## src/rtl/core/ttc_pkg.sv

```systemverilog
// ---------------------------------------------------------------------------
// Tap click recogniser package
// Shared types, codes and reset values of the tap click recogniser.
// ---------------------------------------------------------------------------
package ttc_pkg;

  // Item kinds.
  localparam logic [1:0] KIND_CONTACT = 2'd0;
  localparam logic [1:0] KIND_END     = 2'd1;
  localparam logic [1:0] KIND_INVAL   = 2'd2;
  localparam logic [1:0] KIND_CLEAR   = 2'd3;

  // Click actions.
  localparam logic [1:0] ACT_NONE   = 2'd0;
  localparam logic [1:0] ACT_LEFT   = 2'd1;
  localparam logic [1:0] ACT_RIGHT  = 2'd2;
  localparam logic [1:0] ACT_MIDDLE = 2'd3;

  // Configuration register indices.
  localparam logic [1:0] CFG_MAX_DUR  = 2'd0;
  localparam logic [1:0] CFG_MAX_MOVE = 2'd1;
  localparam logic [1:0] CFG_SPLIT_X  = 2'd2;

  // Touch counts that lead to a click, and the largest acceptable count.
  localparam logic [3:0] ONE_TOUCH   = 4'd1;
  localparam logic [3:0] THREE_TOUCH = 4'd3;
  localparam logic [3:0] MAX_TOUCHES = 4'd3;

  // Register values after reset (0.28 s, 0.04 and 0.5 of the surface).
  localparam logic [31:0] RST_MAX_DUR  = 32'd280000;
  localparam logic [15:0] RST_MAX_MOVE = 16'd2621;
  localparam logic [31:0] RST_LIM_SQ   = 32'(RST_MAX_MOVE) * 32'(RST_MAX_MOVE);
  localparam logic [15:0] RST_SPLIT_X  = 16'd32768;

  // One input transaction as held in the input register.
  typedef struct packed {
    logic [1:0]  kind;
    logic [3:0]  touch_count;
    logic [31:0] contact_id;
    logic [15:0] pos_x;
    logic [15:0] pos_y;
    logic [31:0] time_us;
    logic        conflicting;
  } item_t;

  // Configuration as seen by the tracker.
  typedef struct packed {
    logic [31:0] max_dur;
    logic [31:0] lim_sq;
    logic [15:0] split_x;
  } cfg_t;

  // One result.
  typedef struct packed {
    logic [1:0] action;
    logic       is_tracking;
  } res_t;

endpackage

```

## src/rtl/core/ttc_ram.sv

```systemverilog
// ---------------------------------------------------------------------------
// Generic RAM
// One write port and one read port with registered read data.
// ---------------------------------------------------------------------------
module ttc_ram #(
  parameter int WIDTH = 32,
  parameter int DEPTH = 16,
  localparam int AW = $clog2(DEPTH)
) (
  input  logic             clk,
  input  logic             wr_en,
  input  logic [AW-1:0]    wr_addr,
  input  logic [WIDTH-1:0] wr_data,
  input  logic             rd_en,
  input  logic [AW-1:0]    rd_addr,
  output logic [WIDTH-1:0] rd_data
);

  logic [WIDTH-1:0] mem [DEPTH];

  // Write port.
  always_ff @(posedge clk) begin
    if (wr_en) begin
      mem[wr_addr] <= wr_data;
    end
  end

  // Registered read port.
  always_ff @(posedge clk) begin
    if (rd_en) begin
      rd_data <= mem[rd_addr];
    end
  end

endmodule

```

## src/rtl/core/ttc_cfg.sv

```systemverilog
// ---------------------------------------------------------------------------
// Tap click recogniser configuration
// Configuration registers; the movement limit is kept squared.
// ---------------------------------------------------------------------------
module ttc_cfg (
  input  logic              clk,
  input  logic              rst,
  input  logic              cfg_we,
  input  logic [1:0]        cfg_index,
  input  logic [31:0]       cfg_data,
  output ttc_pkg::cfg_t     cfg
);

  logic [31:0] max_dur;
  logic [31:0] lim_sq;
  logic [15:0] split_x;

  // Register writes; an index beyond the list is ignored.
  always_ff @(posedge clk) begin
    if (rst) begin
      max_dur <= ttc_pkg::RST_MAX_DUR;
      lim_sq  <= ttc_pkg::RST_LIM_SQ;
      split_x <= ttc_pkg::RST_SPLIT_X;
    end else if (cfg_we) begin
      case (cfg_index)
        ttc_pkg::CFG_MAX_DUR:  max_dur <= cfg_data;
        ttc_pkg::CFG_MAX_MOVE: lim_sq  <= 32'(cfg_data[15:0]) * 32'(cfg_data[15:0]);
        ttc_pkg::CFG_SPLIT_X:  split_x <= cfg_data[15:0];
        default: ;
      endcase
    end
  end

  assign cfg.max_dur = max_dur;
  assign cfg.lim_sq  = lim_sq;
  assign cfg.split_x = split_x;

endmodule

```

## src/rtl/core/ttc_track.sv

```systemverilog
// ---------------------------------------------------------------------------
// Tap click recogniser tracker
// Gesture state, per-contact origins and the click decision.
// ---------------------------------------------------------------------------
module ttc_track #(
  parameter int ID_SLOTS = 16,
  localparam int SW = $clog2(ID_SLOTS)
) (
  input  logic              clk,
  input  logic              rst,
  input  logic              look_en,
  input  logic [SW-1:0]     look_slot,
  input  logic              proc,
  input  ttc_pkg::item_t    item,
  input  ttc_pkg::cfg_t     cfg,
  output ttc_pkg::res_t     res
);

  // Gesture state.
  logic                tracking, tracking_next;
  logic                invalid_flag, invalid_flag_next;
  logic [31:0]         start_time, start_time_next;
  logic [15:0]         first_x, first_x_next;
  logic [3:0]          peak_touches, peak_touches_next;
  logic [ID_SLOTS-1:0] slot_seen, slot_seen_next;

  // Movement check carried into the following cycle.
  logic                mv_pend, mv_pend_next;
  logic [15:0]         mv_dx, mv_dy;

  // Origin store and read bypass.
  logic                ram_we;
  logic [31:0]         ram_wdata, ram_rdata;
  logic                byp_hit;
  logic [31:0]         byp_data;
  logic [15:0]         org_x, org_y;

  logic [SW-1:0]       slot;
  logic                id_ok, seen;
  logic [31:0]         elapsed;
  logic                late, count_bad;
  logic [15:0]         dx_abs, dy_abs;
  logic [31:0]         sq_x, sq_y;
  logic                viol;
  logic                ok;
  logic [1:0]          action;

  assign slot  = item.contact_id[SW-1:0];
  assign id_ok = item.contact_id < 32'(ID_SLOTS);
  assign seen  = slot_seen[slot];

  // The first sighting of a contact stores its position.
  assign ram_we    = proc && (item.kind == ttc_pkg::KIND_CONTACT) && id_ok && !seen;
  assign ram_wdata = {item.pos_x, item.pos_y};

  ttc_ram #(
    .WIDTH (32),
    .DEPTH (ID_SLOTS)
  ) u_origin (
    .clk     (clk),
    .wr_en   (ram_we),
    .wr_addr (slot),
    .wr_data (ram_wdata),
    .rd_en   (look_en),
    .rd_addr (look_slot),
    .rd_data (ram_rdata)
  );

  // An origin written in the same cycle as the look-up is taken from the bypass.
  always_ff @(posedge clk) begin
    if (rst) begin
      byp_hit <= 1'b0;
    end else if (look_en) begin
      byp_hit <= ram_we && (slot == look_slot);
    end
  end

  always_ff @(posedge clk) begin
    if (look_en) begin
      byp_data <= ram_wdata;
    end
  end

  assign org_x = byp_hit ? byp_data[31:16] : ram_rdata[31:16];
  assign org_y = byp_hit ? byp_data[15:0]  : ram_rdata[15:0];

  // Time since the gesture began; a new gesture starts at the current time.
  assign elapsed   = item.time_us - (tracking ? start_time : item.time_us);
  assign late      = elapsed > cfg.max_dur;
  assign count_bad = item.touch_count > ttc_pkg::MAX_TOUCHES;

  // Absolute displacement from the stored origin.
  assign dx_abs = (item.pos_x >= org_x) ? item.pos_x - org_x : org_x - item.pos_x;
  assign dy_abs = (item.pos_y >= org_y) ? item.pos_y - org_y : org_y - item.pos_y;

  // Squared distance test of the previous contact, in the cycle after it.
  assign sq_x = 32'(mv_dx) * 32'(mv_dx);
  assign sq_y = 32'(mv_dy) * 32'(mv_dy);
  assign viol = mv_pend && ((33'(sq_x) + 33'(sq_y)) > 33'(cfg.lim_sq));

  // Next state and result of the item being processed.
  always_comb begin
    tracking_next     = tracking;
    invalid_flag_next = invalid_flag | viol;
    start_time_next   = start_time;
    first_x_next      = first_x;
    peak_touches_next = peak_touches;
    slot_seen_next    = slot_seen;
    mv_pend_next      = 1'b0;
    ok                = 1'b0;
    action            = ttc_pkg::ACT_NONE;
    if (proc) begin
      case (item.kind)
        ttc_pkg::KIND_CONTACT: begin
          tracking_next = 1'b1;
          if (!tracking) begin
            start_time_next = item.time_us;
            first_x_next    = item.pos_x;
          end
          if (late || count_bad || item.conflicting || !id_ok) begin
            invalid_flag_next = 1'b1;
          end
          if (item.touch_count > peak_touches) begin
            peak_touches_next = item.touch_count;
          end
          if (id_ok) begin
            if (!seen) begin
              slot_seen_next[slot] = 1'b1;
            end else begin
              mv_pend_next = 1'b1;
            end
          end
        end
        ttc_pkg::KIND_END: begin
          if (tracking) begin
            ok = !(invalid_flag || viol) && !late;
            if (ok && (peak_touches == ttc_pkg::ONE_TOUCH)) begin
              action = (first_x < cfg.split_x) ? ttc_pkg::ACT_LEFT : ttc_pkg::ACT_RIGHT;
            end else if (ok && (peak_touches == ttc_pkg::THREE_TOUCH)) begin
              action = ttc_pkg::ACT_MIDDLE;
            end
            tracking_next     = 1'b0;
            invalid_flag_next = 1'b0;
            start_time_next   = '0;
            first_x_next      = '0;
            peak_touches_next = '0;
            slot_seen_next    = '0;
          end
        end
        ttc_pkg::KIND_INVAL: begin
          if (tracking) begin
            invalid_flag_next = 1'b1;
          end
        end
        default: begin
          tracking_next     = 1'b0;
          invalid_flag_next = 1'b0;
          start_time_next   = '0;
          first_x_next      = '0;
          peak_touches_next = '0;
          slot_seen_next    = '0;
        end
      endcase
    end
  end

  // State registers.
  always_ff @(posedge clk) begin
    if (rst) begin
      tracking     <= 1'b0;
      invalid_flag <= 1'b0;
      start_time   <= '0;
      first_x      <= '0;
      peak_touches <= '0;
      slot_seen    <= '0;
      mv_pend      <= 1'b0;
    end else begin
      tracking     <= tracking_next;
      invalid_flag <= invalid_flag_next;
      start_time   <= start_time_next;
      first_x      <= first_x_next;
      peak_touches <= peak_touches_next;
      slot_seen    <= slot_seen_next;
      mv_pend      <= mv_pend_next;
    end
  end

  // Displacement held for the squaring cycle.
  always_ff @(posedge clk) begin
    if (proc) begin
      mv_dx <= dx_abs;
      mv_dy <= dy_abs;
    end
  end

  assign res.action      = action;
  assign res.is_tracking = tracking_next;

  // An idle tracker holds no contact history.
  assert property (@(posedge clk) disable iff (rst)
    !tracking |-> (slot_seen == '0))
    else $error("slot history present while idle");

  // Only a tracked gesture can be invalid or have a touch count.
  assert property (@(posedge clk) disable iff (rst)
    !tracking |-> (!invalid_flag && (peak_touches == '0)))
    else $error("gesture state present while idle");

  // A pending movement check belongs to a tracked gesture.
  assert property (@(posedge clk) disable iff (rst)
    mv_pend |-> tracking)
    else $error("movement check pending while idle");

  // A click is only given for an end transaction that closes the gesture.
  assert property (@(posedge clk) disable iff (rst)
    (action != ttc_pkg::ACT_NONE) |-> (proc && tracking && !tracking_next))
    else $error("click without a closed gesture");

endmodule

```

## src/rtl/core/touch_tap_click_recognizer_core.sv

```systemverilog
// ---------------------------------------------------------------------------
// Touch tap click recogniser
// Turns per-contact touch transactions into left, right and middle clicks.
// ---------------------------------------------------------------------------
// The block takes one transaction per clock cycle while its input is not
// stalled and returns exactly one result for each. A transaction passes
// through the input register, is decided once the result register can take it
// and lands in the result register, where its result is offered. While a
// result waits in a stalled result register, the input register takes one
// further transaction and then stalls the input until the result is taken.
// The squared movement test of a contact is finished in the cycle after that
// contact and is folded into the invalid state before any later end
// transaction decides. Contact origins live in a small RAM with one entry
// per identifier, read as the transaction enters the input register. The user
// must write configuration only while idle; the block does not enforce it.
module touch_tap_click_recognizer_core #(
  parameter int ID_SLOTS = 16
) (
  input  logic        clk,
  input  logic        rst,
  // Configuration port.
  input  logic        cfg_we,
  input  logic [1:0]  cfg_index,
  input  logic [31:0] cfg_data,
  // Input channel.
  input  logic        in_valid,
  output logic        in_stall,
  input  logic [1:0]  kind,
  input  logic        first_of_frame,
  input  logic [3:0]  touch_count,
  input  logic [31:0] contact_id,
  input  logic [15:0] pos_x,
  input  logic [15:0] pos_y,
  input  logic [31:0] time_us,
  input  logic        conflicting,
  // Output channel.
  output logic        out_valid,
  input  logic        out_stall,
  output logic [1:0]  action,
  output logic        is_tracking
);

  localparam int SW = $clog2(ID_SLOTS);

  logic           in_full;
  ttc_pkg::item_t in_item;
  logic           in_acc;
  logic           out_free;
  logic           proc;
  ttc_pkg::cfg_t  cfg;
  ttc_pkg::res_t  res;

  // Handshake. The frame marker is not stored: the per-frame checks give the
  // same answer however often they repeat within a frame.
  assign out_free = !out_valid || !out_stall;
  assign proc     = in_full && out_free;
  assign in_stall = in_full && !out_free;
  assign in_acc   = in_valid && !in_stall;

  // Input register.
  always_ff @(posedge clk) begin
    if (rst) begin
      in_full <= 1'b0;
    end else if (in_acc) begin
      in_full <= 1'b1;
    end else if (proc) begin
      in_full <= 1'b0;
    end
  end

  always_ff @(posedge clk) begin
    if (in_acc) begin
      in_item.kind        <= kind;
      in_item.touch_count <= touch_count;
      in_item.contact_id  <= contact_id;
      in_item.pos_x       <= pos_x;
      in_item.pos_y       <= pos_y;
      in_item.time_us     <= time_us;
      in_item.conflicting <= conflicting;
    end
  end

  ttc_cfg u_cfg (
    .clk       (clk),
    .rst       (rst),
    .cfg_we    (cfg_we),
    .cfg_index (cfg_index),
    .cfg_data  (cfg_data),
    .cfg       (cfg)
  );

  ttc_track #(
    .ID_SLOTS (ID_SLOTS)
  ) u_track (
    .clk       (clk),
    .rst       (rst),
    .look_en   (in_acc),
    .look_slot (contact_id[SW-1:0]),
    .proc      (proc),
    .item      (in_item),
    .cfg       (cfg),
    .res       (res)
  );

  // Result register.
  always_ff @(posedge clk) begin
    if (rst) begin
      out_valid <= 1'b0;
    end else if (proc) begin
      out_valid <= 1'b1;
    end else if (!out_stall) begin
      out_valid <= 1'b0;
    end
  end

  always_ff @(posedge clk) begin
    if (proc) begin
      action      <= res.action;
      is_tracking <= res.is_tracking;
    end
  end

endmodule

```

## config.mk

```make
export PLATFORM = sky130hd
export DESIGN_NAME = touch_tap_click_recognizer_core
export DESIGN_NICKNAME = d
export VERILOG_FILES = /design/src/rtl/core/ttc_pkg.sv /design/src/rtl/core/ttc_ram.sv /design/src/rtl/core/ttc_cfg.sv /design/src/rtl/core/ttc_track.sv /design/src/rtl/core/touch_tap_click_recognizer_core.sv
export SDC_FILE = /design/constraint.sdc
export NUM_CORES = 2
export LEC_CHECK = 0
export BUFFER_PORTS_ARGS = -buffer_cell sky130_fd_sc_hd__buf_4
export CORE_ASPECT_RATIO = 0.9
export CORE_MARGIN = 3
export CORE_UTILIZATION = 55
export CTS_BUF_LIST = sky130_fd_sc_hd__clkbuf_8
export DETAILED_ROUTE_END_ITERATION = 16
export PLACE_DENSITY = 0.75
export RECOVER_POWER = 25
export SYNTH_ARGS = -nofsm -noshare
export SYNTH_HDL_FRONTEND = slang
export SYNTH_SLANG_ARGS = --single-unit
```

## constraint.sdc

```tcl
create_clock -name clk -period 8.6 [get_ports clk]
set_input_delay 0.43 -clock clk [delete_from_list [all_inputs] [get_ports clk]]
set_output_delay 0.43 -clock clk [all_outputs]
set_load 0.01 [all_outputs]
```

== Word level (Yosys, flattened, before mapping) ==
Memories as Yosys holds them, arrays and structs flattened. A register that Yosys moved wholly into a read port is not among the register bits.
Cells that the tools add are included.
Word-level totals
  register bits after elaboration: 324
  bits in writable memories: 512
  logic and storage cells: 138
  memories: 1
  output and inout bits: 5
Memory list
  u_track.u_origin.mem: depth 16, bits a word 32, rd ports 1, clocked after Yosys merged registers in 1, wr ports 1, RTL line ttc_ram.sv:19  | logic [WIDTH-1:0] mem [DEPTH];
Cells by class
  $mul: 3
  muxes and demuxes: 37
  $add $sub $neg: 6
  magnitude comparators: 10
  bitwise logic cells: 6
  reductions and logical operators: 37
  eq/ne operators: 13
Operator list (number)
  2-to-1 mux 16 bit: 8
  multiplier 16 x 16 -> 32 bit: 3
  case mux 16 bit (3 select lines): 2
  case mux 32 bit (3 select lines): 1
  2-to-1 mux 32 bit: 2
  subtractor 16 bit: 4
  adder 32 x 32 -> 33 bit: 1
  greater-than comparator 33 x 32 -> 1 bit: 1
  >= comparator 16 bit: 2
  greater-than comparator 32 bit: 1
  < comparator 32 x 5 -> 1 bit, second input constant: 1
  subtractor 32 bit: 1
  < comparator 16 bit: 1
  OR 16 bit: 1
  2-to-1 mux 1 bit: 14
  logical AND 1 bit: 12
  case mux 4 bit (3 select lines): 1
  zero test 1 bit: 8
  2-to-1 mux 4 bit: 2
  AND reduction 2 bit: 4
  AND reduction 4 bit: 2
  2-to-1 mux 2 bit: 3
  != test 2 x 1 -> 1 bit, second input constant: 3
  != test 2 bit, second input constant: 3
  21 further kinds: 31

== Depth between registers and ports, before layout ==
  word-level depth: 10
  gate-level depth with buffers: 36
  gate-level depth less buffers: 35

== Cells and area by module ==
A second synthesis with hierarchy kept.
Second synthesis, totals
  cell total of the unflattened synthesis: 5163
  area total of the unflattened synthesis: 60625.6 µm²
Modules (own cells, without submodules)
  ttc_track: instances 1, area an instance 26903.3 µm², cells each 2985
  ttc_ram: instances 1, area an instance 20156.8 µm², cells each 838
  ttc_cfg: instances 1, area an instance 10296.1 µm², cells each 1224
  touch_tap_click_recognizer_core: instances 1, area an instance 3269.4 µm², cells each 116

== Worst setup path before layout ==
Ideal clock, no wire load.
  kind: register to register
  from: reg u_track.mv_dx[5]
  to: reg action[1], data pin
  setup slack: -0.465 ns
  clock period less this slack: 9.065 ns
  required time: 8.454 ns
  arrival: 8.919 ns
  buffers on the path: 1
  setup time: 0.146 ns
  cell stages (with the launch flop): 36
  cells stage by stage: edfxtp_1 -> clkbuf_1 -> and2_1 -> fa_1 -> inv_1 -> fa_1 -> inv_1 -> fa_1 -> inv_1 -> fa_1 -> inv_1 -> fa_1 -> fa_1 -> fa_1 -> inv_1 -> fa_1 -> inv_1 -> ha_1 -> a21o_1 -> a21o_1 -> a2111oi_2 -> o221ai_1 -> a32oi_2 -> a21oi_1 -> a211o_1 -> a21oi_1 -> xnor2_1 -> ha_1 -> a211oi_1 -> o21ai_0 -> a2111oi_0 -> o21bai_1 -> o21ai_0 -> o41ai_1 -> a2111oi_2 -> a21boi_1
Between the ends
  cells in the longest elaborated chain, start to end: 10
  elaborated cells on any way between the ends: 11
  classes of those cells: add/sub: 1; mul: 1; order compare: 1; mux: 2; reduce/logical: 6
Ends and longest elaborated chain
  start: declaration: RTL line ttc_track.sv:29  | logic [15:0] mv_dx, mv_dy;
  start signal: assignment: RTL line ttc_track.sv:191  | mv_dx <= dx_abs;
  multiplier 16 x 16 -> 32 bit *: RTL line ttc_track.sv:97  | assign sq_x = 32'(mv_dx) * 32'(mv_dx);
  adder 32 x 32 -> 33 bit *: RTL line ttc_track.sv:99  | assign viol = mv_pend && ((33'(sq_x) + 33'(sq_y)) > 33'(cfg.lim_sq));
  greater-than comparator 33 x 32 -> 1 bit *: RTL line ttc_track.sv:99
  logical AND 1 bit *: RTL line ttc_track.sv:99
  logical OR 1 bit *: RTL line ttc_track.sv:136  | ok = !(invalid_flag || viol) && !late;
  zero test 1 bit *: RTL line ttc_track.sv:136
  logical AND 1 bit *: RTL line ttc_track.sv:136
  logical AND 1 bit: RTL line ttc_track.sv:139  | end else if (ok && (peak_touches == ttc_pkg::THREE_TOUCH)) begin
  2-to-1 mux 2 bit: RTL line ttc_track.sv:139
  2-to-1 mux 2 bit *: RTL line ttc_track.sv:137  | if (ok && (peak_touches == ttc_pkg::ONE_TOUCH)) begin
  end signal: assignment: RTL line touch_tap_click_recognizer_core.sv:118  | action <= res.action;
  end: declaration: RTL line touch_tap_click_recognizer_core.sv:39  | output logic [1:0] action,
Mark *: on every way between the ends. The rest lies on a longest branch, timed or not.
A chain may end at the register's enable or synchronous reset.

== Worst setup path after layout ==
  from: reg u_track.mv_dy[6]
  to: reg action[1], data pin
Between the ends
  cells in the longest elaborated chain, start to end: 10
  elaborated cells on any way between the ends: 11
  classes of those cells: add/sub: 1; mul: 1; order compare: 1; mux: 2; reduce/logical: 6
Ends and longest elaborated chain
  start: declaration: RTL line ttc_track.sv:29
  start signal: assignment: RTL line ttc_track.sv:192  | mv_dy <= dy_abs;
  multiplier 16 x 16 -> 32 bit *: RTL line ttc_track.sv:98  | assign sq_y = 32'(mv_dy) * 32'(mv_dy);
  adder 32 x 32 -> 33 bit *: RTL line ttc_track.sv:99
  greater-than comparator 33 x 32 -> 1 bit *: RTL line ttc_track.sv:99
  logical AND 1 bit *: RTL line ttc_track.sv:99
  logical OR 1 bit *: RTL line ttc_track.sv:136
  zero test 1 bit *: RTL line ttc_track.sv:136
  logical AND 1 bit *: RTL line ttc_track.sv:136
  logical AND 1 bit: RTL line ttc_track.sv:139
  2-to-1 mux 2 bit: RTL line ttc_track.sv:139
  2-to-1 mux 2 bit *: RTL line ttc_track.sv:137
Marked as above.

==> results.cfg <==
[clock_tree]
cts.clk_slew.worst_paths_ps = 60
clock_latency_ps = 820
cts_root_buffer = clkbuf_8
tritoncts = yes
h-tree-depth = 4
cts_sinks = 867
cts_buffers = 143
cts.path.max_buffers = 3

[global_route]
groute.usage.overall = 0.252
grt_overflow = 0
grt_max_degree = 114
antenna_found_initial = 3
grt_pass1_vias = 42500
grt_pass1_wl_um = 227000

[synthesis]
synth_seq_area_share = 0.405
netlist_area_mm2 = 0.0606
synth_ff_type = edfxtp_1
synth_top_area_share = 0.354
synth-async-reset-ratio = 0
synth_edf_count = 714
synth_fp_nets = 6228
ys_seq_elements = 867
synth_cell_types = 83
synth.area.top_cells = edfxtp_1, fa_1, ha_1, mux4_2, inv_1
yosysTopAreaCell = edfxtp_1
syn_avg_cell_area_um2 = 12.0
synth_cells = 5056
ys_warn_count = 0

[die]
row_count = 114
io_pins = 148
die_h_um = 321
die_w_um = 356
initial_core_util = 0.559
core-area_mm2 = 0.108
die-area_mm2 = 0.114

[worst_setup_path]
critPathLaunchType = flip-flop
crit_top_cell = fa_1
slowest_stage = fa_1
crit_type = flip-flop to flip-flop
cp.required_ps = 9260
crit_start = u_track.mv_dy[6]
cp_max_fo = 9
r2r-start = u_track.mv_dy[6]
worstSetupEndpointType = flip-flop
cpPeakStageDelay_ps = 580
crit_path_end = action[1]
timing.rr.end = action[1]
r2r_cells = 32
rrSetupSlack_ps = -430
cp.arrival_ps = 9690

[outcome]
violations = capacitance limit, slew limit, setup timing
status = finished with violations

[sta]
finalSetupTns_ps = -1170
max_slew_margin = -2.64
hold_viol = 0
setup_viol = 3
finalCriticalPeriod_ps = 9030
fin_crit_sh = 1.05
worst_slack_ps = -434
tightest_slew_ps = 5460
clock_skew_ps = 52.1
rsz0062_at_grt = yes
fmax_ghz = 0.111
slew_violations = 173

[place]
io_buffers = 146
place.gp.congestion = 0.883
dpl.hpwl_um = 97300

[drt]
ant_nets = 0
drt_iter0_drc = 3003
wl_per_cell_um = 19.4
via_count = 40100
wirelength_um = 139000
avgViaCountPerCell = 5.58
first_pass_iters = 5
drcViolationCount = 0

[layout]
syn_to_final_growth_pct = 15.0
fin_nets = 6786
layout-drive-gt1-share = 0.162

[flow_run]
cap_violations = 4

[min_path]
hold_class = input port to flip-flop
hp-start = cfg_index[0]
==> layout by cell type, fill, tap and decap left out, types with 31 or more instances in the layout <==
cell           netlist  layout
nor2_1             207     191
a21oi_1            225     220
edfxtp_1           714     714
xnor2_1             73      71
clkbuf_8             0     154
fa_1               556     537
a2bb2oi_1           31      31
nand3_1             57      57
mux4_2             162     162
clkbuf_4             0      88
a21o_1              96      96
dfxtp_1            153     151
o21ai_0             96      89
buf_4                0     311
nand2_1            381     373
mux2i_1             73      73
inv_1              929     952
dlygate4sd3_1        0     134
xor2_1              45      45
and2_1             177     170
ha_1               473     465
==> sequential cells by signal (all words and copies together) (netlist names) <==
name,count
action,2
in_full,1
in_item,103
is_tracking,1
out_valid,1
u_cfg.lim_sq,31
u_cfg.max_dur,32
u_cfg.split_x,16
u_track.byp_data,32
u_track.byp_hit,1
u_track.first_x,16
u_track.invalid_flag,1
u_track.mv_dx,16
u_track.mv_dy,16
u_track.mv_pend,1
u_track.peak_touches,4
u_track.slot_seen,16
u_track.start_time,32
u_track.tracking,1
u_track.u_origin.mem,512
u_track.u_origin.rd_data,32
==> cell families (layout without fill, tap and decap cells) <==
family	count (synthesis)	count (layout)	synth area share
flip-flops	867	867	0.405
multiplexers	243	243	0.0745
AND/OR/NAND/NOR	1037	1037	0.0827
adder cells (fa/ha/maj)	1029	1029	0.281
XOR/XNOR	118	118	0.0171
buffers and inverters	1102	1771	0.0686
other	0	7	0
AO/OA/AOI/OAI	660	660	0.0710
==> repair_timing <==
action                     4_1_cts  5_1_grt
hold buffers                   134        0
resized for setup               45       67
pin swaps                       41       80
buffers inserted                16       20
hold endpoints to repair       159        0
setup endpoints to repair        3        3
==> worst max-delay path: cells and delay by family (launching register included) <==
family          cells  cell delay, ps
compound gates     13            2590
xor+xnor            1              90
fa+ha+maj          10            4620
buf+inv             6             710
flops               1             470
simple gates        2             390
==> per-layer routing <==
| metal | track usage | wire length (um) | up-vias | share of wire |
|---|---|---|---|---|
| li1 | - | - | 18300 | - |
| met1 | 0.343 | 57800 | 20200 | 0.41 |
| met2 | 0.425 | 69400 | 1345 | 0.50 |
| met3 | 0.0353 | 8380 | 283 | 0.060 |
| met4 | 0.0765 | 3890 | 0 | 0.028 |
| met5 | 0 | 0 | - | 0 |
==> synth_stat cells, types with 18 or more instances <==
cell       number
nand2_1       381
a31oi_1        18
xnor2_1        73
xor2_1         45
mux4_2        162
fa_1          556
ha_1          473
or2_2          18
o21ai_0        96
nor3_1         33
dfxtp_1       153
buf_1          25
and2_1        177
nor2b_1        29
nand4_1        29
a21oi_1       225
nor2_1        207
clkbuf_1      137
o21a_1         28
nand3_1        57
edfxtp_1      714
a21o_1         96
nand2b_1       27
o211ai_1       29
mux2i_1        73
a211oi_1       25
a2bb2oi_1      31
inv_1         929
==> worst min path at each step <==
stage / end / depth (start not counted) / slack [ps]
2_1_floorplan: u_track.first_x[0] / 2 / 430
3_3_place_gp: u_track.slot_seen[9] / 2 / 440
3_5_place_dp: u_cfg.max_dur[16] / 2 / 450
4_1_cts: u_cfg.max_dur[0] / 4 / 30
5_1_grt: u_cfg.max_dur[13] / 4 / 90
6_report: u_cfg.max_dur[0] / 4 / 120
==> area by class of cell <==
class,count,area (um^2)
clock buffer,154,2120
multi-input combinational,3087,32400
antenna,7,17.5
inverter,930,3490
timing repair buffer,585,4750
fill,7976,38600
clock inverter,102,573
tap,1450,1810
sequential,867,24500
==> through the flow <==
| step | setup slack [ps] | instance area, um^2 | util | std cells | hold WS, ps |
|---|---|---|---|---|---|
| 6_report | -434 | 69600 | 0.643 | 7182 | 116 |
| 5_1_grt | -827 | 69600 | 0.643 | 7177 | 93.0 |
| 4_1_cts | -559 | 69400 | 0.641 | 7155 | 30.4 |
| 3_5_place_dp | -787 | 65100 | 0.601 | 6749 | 447 |
| 3_3_place_gp | -672 | 65100 | 0.601 | 6749 | 442 |
| 2_1_floorplan | -126 | 60600 | - | 5056 | 427 |
Power is left out: the tool's default activity adds up to more than one toggle a clock period on the data nets, which glitch-free logic cannot reach.
